**src/rtl/ows_pkg.sv**
```systemverilog
// ----------------------------------------------------------------------------
// ows_pkg
// Shared types, timing constants and the phase length lookup for the
// one-wire slot master.
// ----------------------------------------------------------------------------
package ows_pkg;

   typedef enum logic [2:0] {
      OP_TICK  = 3'd0,
      OP_RESET = 3'd1,
      OP_WBIT  = 3'd2,
      OP_RBIT  = 3'd3,
      OP_WBYTE = 3'd4,
      OP_RBYTE = 3'd5
   } op_type;

   typedef enum logic [1:0] {
      PH_LOW     = 2'd0,
      PH_WAIT    = 2'd1,
      PH_RECOVER = 2'd2
   } phase_type;

   localparam int unsigned TicksWidth = 9;
   localparam int unsigned DataWidth  = 8;
   localparam int unsigned ReqDataWidth = 16;
   localparam int unsigned RspDataWidth = 16;

   typedef logic [TicksWidth-1:0] ticks_type;

   localparam ticks_type STD_RESET_LOW     = 9'd480;
   localparam ticks_type STD_RESET_WAIT    = 9'd70;
   localparam ticks_type STD_RESET_RECOVER = 9'd410;
   localparam ticks_type STD_W1_LOW        = 9'd6;
   localparam ticks_type STD_W1_RECOVER    = 9'd64;
   localparam ticks_type STD_W0_LOW        = 9'd60;
   localparam ticks_type STD_W0_RECOVER    = 9'd10;
   localparam ticks_type STD_RD_LOW        = 9'd6;
   localparam ticks_type STD_RD_WAIT       = 9'd9;
   localparam ticks_type STD_RD_RECOVER    = 9'd55;
   localparam ticks_type OD_RESET_LOW      = 9'd70;
   localparam ticks_type OD_RESET_WAIT     = 9'd8;
   localparam ticks_type OD_RESET_RECOVER  = 9'd402;
   localparam ticks_type OD_W1_LOW         = 9'd1;
   localparam ticks_type OD_W1_RECOVER     = 9'd7;
   localparam ticks_type OD_W0_LOW         = 9'd7;
   localparam ticks_type OD_W0_RECOVER     = 9'd2;
   localparam ticks_type OD_RD_LOW         = 9'd1;
   localparam ticks_type OD_RD_WAIT        = 9'd7;
   localparam ticks_type OD_RD_RECOVER     = 9'd13;

   typedef struct packed {
      op_type               op;
      logic                 line_level;
      logic [DataWidth-1:0] write_data;
   } req_item_type;

   typedef struct packed {
      logic                 rejected;
      logic [DataWidth-1:0] data_out;
      logic                 done_res;
      logic                 busy_res;
      logic                 drive_low;
   } rsp_item_type;

   function automatic ticks_type phase_len(op_type cmd, phase_type ph, logic bit_val,
                                           logic od);
      ticks_type len;
      unique case (cmd)
         OP_RESET: begin
            unique case (ph)
               PH_LOW:  len = od ? OD_RESET_LOW  : STD_RESET_LOW;
               PH_WAIT: len = od ? OD_RESET_WAIT : STD_RESET_WAIT;
               default: len = od ? OD_RESET_RECOVER : STD_RESET_RECOVER;
            endcase
         end
         OP_WBIT, OP_WBYTE: begin
            if (bit_val) begin
               len = (ph == PH_LOW) ? (od ? OD_W1_LOW : STD_W1_LOW)
                                    : (od ? OD_W1_RECOVER : STD_W1_RECOVER);
            end else begin
               len = (ph == PH_LOW) ? (od ? OD_W0_LOW : STD_W0_LOW)
                                    : (od ? OD_W0_RECOVER : STD_W0_RECOVER);
            end
         end
         default: begin
            unique case (ph)
               PH_LOW:  len = od ? OD_RD_LOW  : STD_RD_LOW;
               PH_WAIT: len = od ? OD_RD_WAIT : STD_RD_WAIT;
               default: len = od ? OD_RD_RECOVER : STD_RD_RECOVER;
            endcase
         end
      endcase
      return len;
   endfunction

endpackage

```
**src/rtl/onewire_slot_master.sv**
```systemverilog
// ----------------------------------------------------------------------------
// onewire_slot_master
// 1-Wire bus master slot generator driven by one-microsecond tick requests.
// ----------------------------------------------------------------------------
// Path: an accepted request is taken into the request register, then into the
//   response register once the response side is not stalled.
// Throughput: one request per cycle unless stalled; the sequencer step is
//   one counter decrement or phase table lookup between the two registers.
// Reset: synchronous; clears the sequencer to idle, bus released, both
//   pipeline registers empty, overdrive off.
// ----------------------------------------------------------------------------
module onewire_slot_master
   import ows_pkg::*;
(
   input  logic                    clock,
   input  logic                    reset,
   input  logic                    req_tvalid,
   output logic                    req_tready,
   // [0] line_level, [8:1] write_data, [15:9] zero pad
   input  logic [ReqDataWidth-1:0] req_tdata,
   // [2:0] operation
   input  logic [2:0]              req_tuser,
   output logic                    rsp_tvalid,
   input  logic                    rsp_tready,
   // [0] drive_low, [1] busy_res, [2] done_res, [10:3] data_out, [11] rejected
   output logic [RspDataWidth-1:0] rsp_tdata,
   input  logic                    csr_wr_en,
   input  logic                    csr_wr_data
);

   logic         overdrive_ff;
   req_item_type req_item;
   req_item_type item;
   logic         item_valid;
   logic         can_load;
   logic         advance;
   rsp_item_type rsp_next;
   rsp_item_type rsp_item;

   always_ff @(posedge clock) begin
      if (reset) begin
         overdrive_ff <= 1'b0;
      end else if (csr_wr_en) begin
         overdrive_ff <= csr_wr_data;
      end
   end

   assign req_item.op         = op_type'(req_tuser);
   assign req_item.line_level = req_tdata[0];
   assign req_item.write_data = req_tdata[DataWidth:1];

   assign advance = item_valid && can_load;

   ows_in_stage u_in_stage (
      .clock      (clock),
      .reset      (reset),
      .req_tvalid (req_tvalid),
      .req_tready (req_tready),
      .req_item   (req_item),
      .advance    (advance),
      .item_valid (item_valid),
      .item       (item)
   );

   ows_engine u_engine (
      .clock     (clock),
      .reset     (reset),
      .advance   (advance),
      .item      (item),
      .overdrive (overdrive_ff),
      .rsp       (rsp_next)
   );

   ows_out_stage u_out_stage (
      .clock      (clock),
      .reset      (reset),
      .load       (advance),
      .rsp_in     (rsp_next),
      .can_load   (can_load),
      .rsp_tvalid (rsp_tvalid),
      .rsp_tready (rsp_tready),
      .rsp_item   (rsp_item)
   );

   assign rsp_tdata = {{(RspDataWidth-$bits(rsp_item_type)){1'b0}}, rsp_item};

endmodule

```
**src/rtl/ows_in_stage.sv**
```systemverilog
// ----------------------------------------------------------------------------
// ows_in_stage
// Request register: holds one request until the engine consumes it.
// ----------------------------------------------------------------------------
module ows_in_stage
   import ows_pkg::*;
(
   input  logic         clock,
   input  logic         reset,
   input  logic         req_tvalid,
   output logic         req_tready,
   input  req_item_type req_item,
   input  logic         advance,
   output logic         item_valid,
   output req_item_type item
);

   logic         valid_ff, valid_in;
   req_item_type item_ff, item_in;
   logic         load;

   assign req_tready = !valid_ff || advance;
   assign load       = req_tvalid && req_tready;

   always_comb begin
      valid_in = valid_ff;
      item_in  = item_ff;
      if (load) begin
         valid_in = 1'b1;
         item_in  = req_item;
      end else if (advance) begin
         valid_in = 1'b0;
      end
   end

   always_ff @(posedge clock) begin
      if (reset) begin
         valid_ff <= 1'b0;
      end else begin
         valid_ff <= valid_in;
      end
   end

   always_ff @(posedge clock) begin
      item_ff <= item_in;
   end

   assign item_valid = valid_ff;
   assign item       = item_ff;

endmodule

```
**src/rtl/ows_engine.sv**
```systemverilog
// ----------------------------------------------------------------------------
// ows_engine
// Slot sequencer: command, phase, tick counter, bit position and shift data.
// Advances once per consumed request and forms that request's response.
// ----------------------------------------------------------------------------
module ows_engine
   import ows_pkg::*;
(
   input  logic         clock,
   input  logic         reset,
   input  logic         advance,
   input  req_item_type item,
   input  logic         overdrive,
   output rsp_item_type rsp
);

   // OP_TICK in cmd_ff means idle
   op_type               cmd_ff, cmd_in;
   phase_type            phase_ff, phase_in;
   ticks_type            ticks_ff, ticks_in;
   logic [2:0]           bitpos_ff, bitpos_in;
   logic [DataWidth-1:0] shift_ff, shift_in;
   logic                 drive_ff, drive_in;

   logic busy;
   logic is_write;
   logic is_byte;
   logic last_slot;
   logic phase_end;

   assign busy      = (cmd_ff != OP_TICK);
   assign is_write  = (cmd_ff == OP_WBIT) || (cmd_ff == OP_WBYTE);
   assign is_byte   = (cmd_ff == OP_WBYTE) || (cmd_ff == OP_RBYTE);
   assign last_slot = !is_byte || (bitpos_ff == 3'd7);
   assign phase_end = (ticks_ff <= ticks_type'(1));

   // next state
   always_comb begin
      cmd_in    = cmd_ff;
      phase_in  = phase_ff;
      ticks_in  = ticks_ff;
      bitpos_in = bitpos_ff;
      shift_in  = shift_ff;
      drive_in  = drive_ff;
      unique case (item.op)
         OP_RESET, OP_WBIT, OP_RBIT, OP_WBYTE, OP_RBYTE: begin
            if (!busy) begin
               cmd_in    = item.op;
               bitpos_in = 3'd0;
               if (item.op == OP_WBIT) begin
                  shift_in = {{(DataWidth-1){1'b0}}, item.write_data[0]};
               end else if (item.op == OP_WBYTE) begin
                  shift_in = item.write_data;
               end else begin
                  shift_in = '0;
               end
               phase_in = PH_LOW;
               ticks_in = phase_len(item.op, PH_LOW, shift_in[0], overdrive);
               drive_in = 1'b1;
            end
         end
         OP_TICK: begin
            if (busy) begin
               if (!phase_end) begin
                  ticks_in = ticks_ff - ticks_type'(1);
               end else begin
                  unique case (phase_ff)
                     PH_LOW: begin
                        drive_in = 1'b0;
                        phase_in = is_write ? PH_RECOVER : PH_WAIT;
                        ticks_in = phase_len(cmd_ff, phase_in, shift_ff[0], overdrive);
                     end
                     PH_WAIT: begin
                        if (cmd_ff == OP_RESET) begin
                           shift_in = {{(DataWidth-1){1'b0}}, !item.line_level};
                        end else if (cmd_ff == OP_RBIT) begin
                           shift_in = {{(DataWidth-1){1'b0}}, item.line_level};
                        end else begin
                           shift_in = {item.line_level, shift_ff[DataWidth-1:1]};
                        end
                        phase_in = PH_RECOVER;
                        ticks_in = phase_len(cmd_ff, PH_RECOVER, shift_ff[0], overdrive);
                     end
                     default: begin
                        if (cmd_ff == OP_WBYTE) begin
                           shift_in = {1'b0, shift_ff[DataWidth-1:1]};
                        end
                        if (is_byte) begin
                           bitpos_in = bitpos_ff + 3'd1;
                        end
                        if (last_slot) begin
                           cmd_in   = OP_TICK;
                           phase_in = PH_LOW;
                           ticks_in = '0;
                           drive_in = 1'b0;
                        end else begin
                           phase_in = PH_LOW;
                           ticks_in = phase_len(cmd_ff, PH_LOW, shift_in[0], overdrive);
                           drive_in = 1'b1;
                        end
                     end
                  endcase
               end
            end
         end
         default: begin
         end
      endcase
   end

   // response
   always_comb begin
      rsp.drive_low = drive_in;
      rsp.busy_res  = (cmd_in != OP_TICK);
      rsp.rejected  = busy && (item.op == OP_RESET || item.op == OP_WBIT ||
                               item.op == OP_RBIT || item.op == OP_WBYTE ||
                               item.op == OP_RBYTE);
      rsp.done_res  = busy && (item.op == OP_TICK) && phase_end &&
                      (phase_ff != PH_LOW) && (phase_ff != PH_WAIT) && last_slot;
      rsp.data_out  = '0;
      if (rsp.done_res) begin
         unique case (cmd_ff)
            OP_RESET, OP_RBIT: rsp.data_out = {{(DataWidth-1){1'b0}}, shift_ff[0]};
            OP_RBYTE:          rsp.data_out = shift_ff;
            default:           rsp.data_out = '0;
         endcase
      end
   end

   always_ff @(posedge clock) begin
      if (reset) begin
         cmd_ff    <= OP_TICK;
         phase_ff  <= PH_LOW;
         ticks_ff  <= '0;
         bitpos_ff <= '0;
         shift_ff  <= '0;
         drive_ff  <= 1'b0;
      end else if (advance) begin
         cmd_ff    <= cmd_in;
         phase_ff  <= phase_in;
         ticks_ff  <= ticks_in;
         bitpos_ff <= bitpos_in;
         shift_ff  <= shift_in;
         drive_ff  <= drive_in;
      end
   end

endmodule

```
**src/rtl/ows_out_stage.sv**
```systemverilog
// ----------------------------------------------------------------------------
// ows_out_stage
// Response register: holds one response until the sink takes it.
// ----------------------------------------------------------------------------
module ows_out_stage
   import ows_pkg::*;
(
   input  logic         clock,
   input  logic         reset,
   input  logic         load,
   input  rsp_item_type rsp_in,
   output logic         can_load,
   output logic         rsp_tvalid,
   input  logic         rsp_tready,
   output rsp_item_type rsp_item
);

   logic         valid_ff, valid_in;
   rsp_item_type item_ff;

   assign can_load = !valid_ff || rsp_tready;

   always_comb begin
      valid_in = valid_ff;
      if (load) begin
         valid_in = 1'b1;
      end else if (rsp_tready) begin
         valid_in = 1'b0;
      end
   end

   always_ff @(posedge clock) begin
      if (reset) begin
         valid_ff <= 1'b0;
      end else begin
         valid_ff <= valid_in;
      end
   end

   always_ff @(posedge clock) begin
      if (load) begin
         item_ff <= rsp_in;
      end
   end

   assign rsp_tvalid = valid_ff;
   assign rsp_item   = item_ff;

endmodule

```
**config.mk**
```make
export PLATFORM = sky130hd
export DESIGN_NAME = onewire_slot_master
export DESIGN_NICKNAME = d
export VERILOG_FILES = /design/src/rtl/ows_pkg.sv /design/src/rtl/onewire_slot_master.sv /design/src/rtl/ows_in_stage.sv /design/src/rtl/ows_engine.sv /design/src/rtl/ows_out_stage.sv
export SDC_FILE = /design/constraint.sdc
export NUM_CORES = 1
export LEC_CHECK = 0
export BUFFER_PORTS_ARGS = -buffer_cell sky130_fd_sc_hd__buf_2
export CAP_MARGIN = 30
export CORE_ASPECT_RATIO = 1.75
export CORE_MARGIN = 8
export CORE_UTILIZATION = 35
export CTS_CLUSTER_DIAMETER = 50
export DETAILED_ROUTE_END_ITERATION = 8
export HOLD_SLACK_MARGIN = 0.02
export PLACE_DENSITY = 0.56
export SLEW_MARGIN = 40
export SYNTH_ARGS = -nofsm -noshare
export SYNTH_HDL_FRONTEND = slang
export SYNTH_SLANG_ARGS = --single-unit
```
**constraint.sdc**
```tcl
create_clock -name clock -period 4.5 [get_ports clock]
set_input_delay 0.675 -clock clock [delete_from_list [all_inputs] [get_ports clock]]
set_output_delay 0.675 -clock clock [all_outputs]
set_load 0.02 [all_outputs]
```
==> flow_metrics.env <==
export IMPL_status="finished, final reports clean"
export IMPL_synth_flop_cell="dfxtp_1"
export IMPL_drive_above_1_share_pct=14.62
export IMPL_r2r_start="u_in_stage.item[11]$_DFFE_PP_"
export IMPL_finClkSkew_ns=0.008499
export IMPL_grt_pass1_wl_um=14610
export IMPL_switching_power_uw=353.9
export IMPL_grt_max_degree=24
export IMPL_setup_viol=0
export IMPL_syn_inst=369
export IMPL_drv_slew=0
export IMPL_clkSinkCount=53
export IMPL_post_route_min_period_ns=2.833
export IMPL_hold_buffers=0
export IMPL_syn_area_um2=3374
export IMPL_h_tree_depth=2
export IMPL_cp_arrival_ns=3.06
export IMPL_pwr_share_comb_pct=18.8
export IMPL_ys_seq_area_share_pct=38.56
export IMPL_ys_ff_latch=53
export IMPL_critPathSlowestCell="or3_1"
export IMPL_grt_overflow_total=0
export IMPL_layout_commonest_cell="buf_2"
export IMPL_num_rows=47
export IMPL_ant_nets=0
export IMPL_clock_latency_ns=0.29
export IMPL_grtUsageTotal_pct=13.54
export IMPL_n_antenna_cell=0
export IMPL_cts_tree="done"
export IMPL_areaGrowthSynthToFinish_pct=10.34
export IMPL_die_h_um=145.9
export IMPL_clk_path_buf_depth=2
export IMPL_p_int_uw=874.8
export IMPL_postCtsSetupBuffers=0
export IMPL_power_density_nw_per_um2=330.0
export IMPL_most_common_layout_cells="buf_2, dfxtp_1, o21ai_0, nand2_1, edfxtp_1"
export IMPL_async_flop_share_pct=0
export IMPL_max_vdd_ir_drop_mv=0.2279
export IMPL_crit_path_end_kind="flip-flop"
export IMPL_path_max_fanout=20
export IMPL_pin_count=43
export IMPL_num_vias=2933
export IMPL_seqPwrFrac_pct=45.4
export IMPL_place_hpwl_um=6564
export IMPL_dp_slack_ns=1.594
export IMPL_remaining_drc_errors=0
export IMPL_maxSlewHeadroom_pct=45.67
export IMPL_hold_viol=0
export IMPL_clk_pin_slew_ns=0.07
export IMPL_port_buffers=31
export IMPL_die_x_um=90.23
export IMPL_fmax_mhz=353.0
export IMPL_nets=420
export IMPL_clockPowerShare_pct=35.8
export IMPL_cts_buffers=5
export IMPL_cellLeakagePower_uw=0.001316
export IMPL_switching_share_pct=28.81
export IMPL_crit_family="simple AND/OR/NAND/NOR gates"
export IMPL_worst_setup_path_start_kind="flip-flop"
export IMPL_synth_enable_flop_cells=24
export IMPL_grt_pass1_vias=2905
export IMPL_ys_warn_count=0
export IMPL_gp_congestion=0.9057
export IMPL_yosysUniqueCellTypes=72
export IMPL_die_area_um2=13160
export IMPL_crit_start="u_in_stage.item[11]$_DFFE_PP_"
export IMPL_antenna_found_initial=0
export IMPL_syn_area_per_cell_um2=9.145
export IMPL_crit_buf_inv=0
export IMPL_wirelength_um=8892
export IMPL_final_setup_worst_slack_ns=1.667
export IMPL_post_route_period_util_pct=62.96
export IMPL_slowest_delay_ns=0.69
export IMPL_drt_pass1_iterations=6
export IMPL_cap_violations=0
export IMPL_postCtsResizedCells=0
export IMPL_root_buffer="clkbuf_16"
export IMPL_wl_per_cell_um=17.61
export IMPL_initial_core_util_pct=35.86
export IMPL_rsz0062_at_grt="false"
export IMPL_finalSetupTns_ns=0
export IMPL_drt_iter0_drc=256
export IMPL_worst_slew_pin_transition_ns=0.8080
export IMPL_worst_setup_path_type="flip-flop to flip-flop"
export IMPL_vias_per_cell=5.808
export IMPL_hp_start="u_engine.bitpos_ff[2]$_SDFFE_PP0P_"
export IMPL_core_um2=9409
export IMPL_hold_class="flip-flop to flip-flop"
export IMPL_path_cells="or3_1 -> mux2i_1 -> o21ai_1 -> or4_1 -> a21oi_1"
export IMPL_cp_required_ns=4.73
-- tightest hold or removal path, delay by kind of cell, from the launching register on --
family           cells  cell delay [ns]
AND/OR/NAND/NOR      1             0.05
flip-flops           1             0.32
AO/OA/AOI/OAI        1             0.05
-- path summary, 6_finish.rpt --
check,to,slack (ns),cells after the start
worst max-delay path,u_engine.phase_ff[1]$_SDFFE_PP0P_,1.67,5
worst min-delay path,u_engine.bitpos_ff[2]$_SDFFE_PP0P_,0.46,2
worst max register to register,u_engine.phase_ff[1]$_SDFFE_PP0P_,1.67,5
worst min register to register,u_engine.bitpos_ff[2]$_SDFFE_PP0P_,0.46,2
-- cell usage after synthesis (4+ instances only) --
cell type | instances | area [um2]
dfxtp_1 | 29 | 580.6
o21ai_0 | 26 | 130.1
nand2_1 | 25 | 93.84
edfxtp_1 | 24 | 720.7
a21oi_1 | 18 | 90.09
inv_1 | 18 | 67.56
nor2_1 | 17 | 63.81
clkbuf_1 | 14 | 52.55
ha_1 | 13 | 162.7
a31oi_1 | 11 | 68.82
nand3_1 | 10 | 50.05
and2_1 | 9 | 56.30
o31ai_1 | 9 | 67.56
nor3_1 | 8 | 40.04
nor2b_1 | 7 | 43.79
a211oi_1 | 6 | 45.04
a22oi_1 | 6 | 45.04
o211ai_1 | 6 | 45.04
xor2_1 | 6 | 52.55
buf_2 | 5 | 25.02
buf_4 | 5 | 37.54
mux2i_1 | 5 | 50.05
nand2b_1 | 5 | 31.28
nand4_1 | 5 | 31.28
nor4_1 | 5 | 31.28
a21o_1 | 4 | 30.03
or4_1 | 4 | 30.03
-- metrics by stage --
| stage | instances | cell area, um2 | hold WS, ns | utilization, % | power [uW] |
|---|---|---|---|---|---|
| finish | 505 | 3724 | 0.4628 | 39.57 | 1229 |
| global route | 505 | 3724 | 0.4935 | 39.57 | 1282 |
| CTS | 505 | 3716 | 0.4650 | 39.49 | 1233 |
| detailed placement | 497 | 3548 | 0.4555 | 37.71 | 794.6 |
| global placement | 497 | 3548 | 0.4451 | 37.71 | 793.7 |
| floorplan | 372 | 3386 | 0.4356 | - | 739.5 |
-- power by group through the flow --
stage | combinational, uW | sequential, uW | clock [uW]
floorplan | 182 | 557 | 0
detailed placement | 227 | 568 | 0
global route | 256 | 561 | 465
finish | 232 | 558 | 440
global placement | 227 | 567 | 0
CTS | 228 | 557 | 448
-- layer usage --
| metal | track usage [%] | up-vias | part of all wire (%) |
|---|---|---|---|
| met4 | 8.215 | 0 | 4.1 |
| met1 | 14.39 | 1379 | 39 |
| met5 | 0 | - | 0 |
| met3 | 2.273 | 28 | 4.4 |
| met2 | 24.20 | 106 | 53 |
| li1 | - | 1420 | - |
-- layout make-up --
class / instances / area [um2]
clock buffers: 6 / 128.9
clock inverters: 2 / 38.79
fillers: 991 / 5685
inverters: 18 / 67.56
multi-input cells: 271 / 1863
flip-flops and latches: 53 / 1303
well taps: 122 / 152.6
repair buffers: 33 / 170.2
-- cells by family after synthesis --
logic type               after synthesis  synth area share [%]
AND/OR/NAND/NOR                      120                 20.84
buffers and inverters                 48                 6.748
multiplexers                           6                 1.817
XOR/XNOR                               6                 1.557
flip-flops                            53                 38.56
other                                  1                0.1111
AO/OA/AOI/OAI                        121                 25.25
adder cells (fa/ha/maj)               14                 5.117
-- flip-flops by register name, indices dropped and copies added (netlist names) --
name,flops
u_in_stage.item_valid,1
u_in_stage.item,12
u_engine.shift_ff,8
u_engine.ticks_ff,9
u_out_stage.rsp_tvalid,1
u_engine.bitpos_ff,3
u_engine.cmd_ff,3
overdrive_ff,1
u_engine.phase_ff,2
u_engine.drive_ff,1
u_out_stage.rsp_item,12
(Power assumes the default switching activity.)
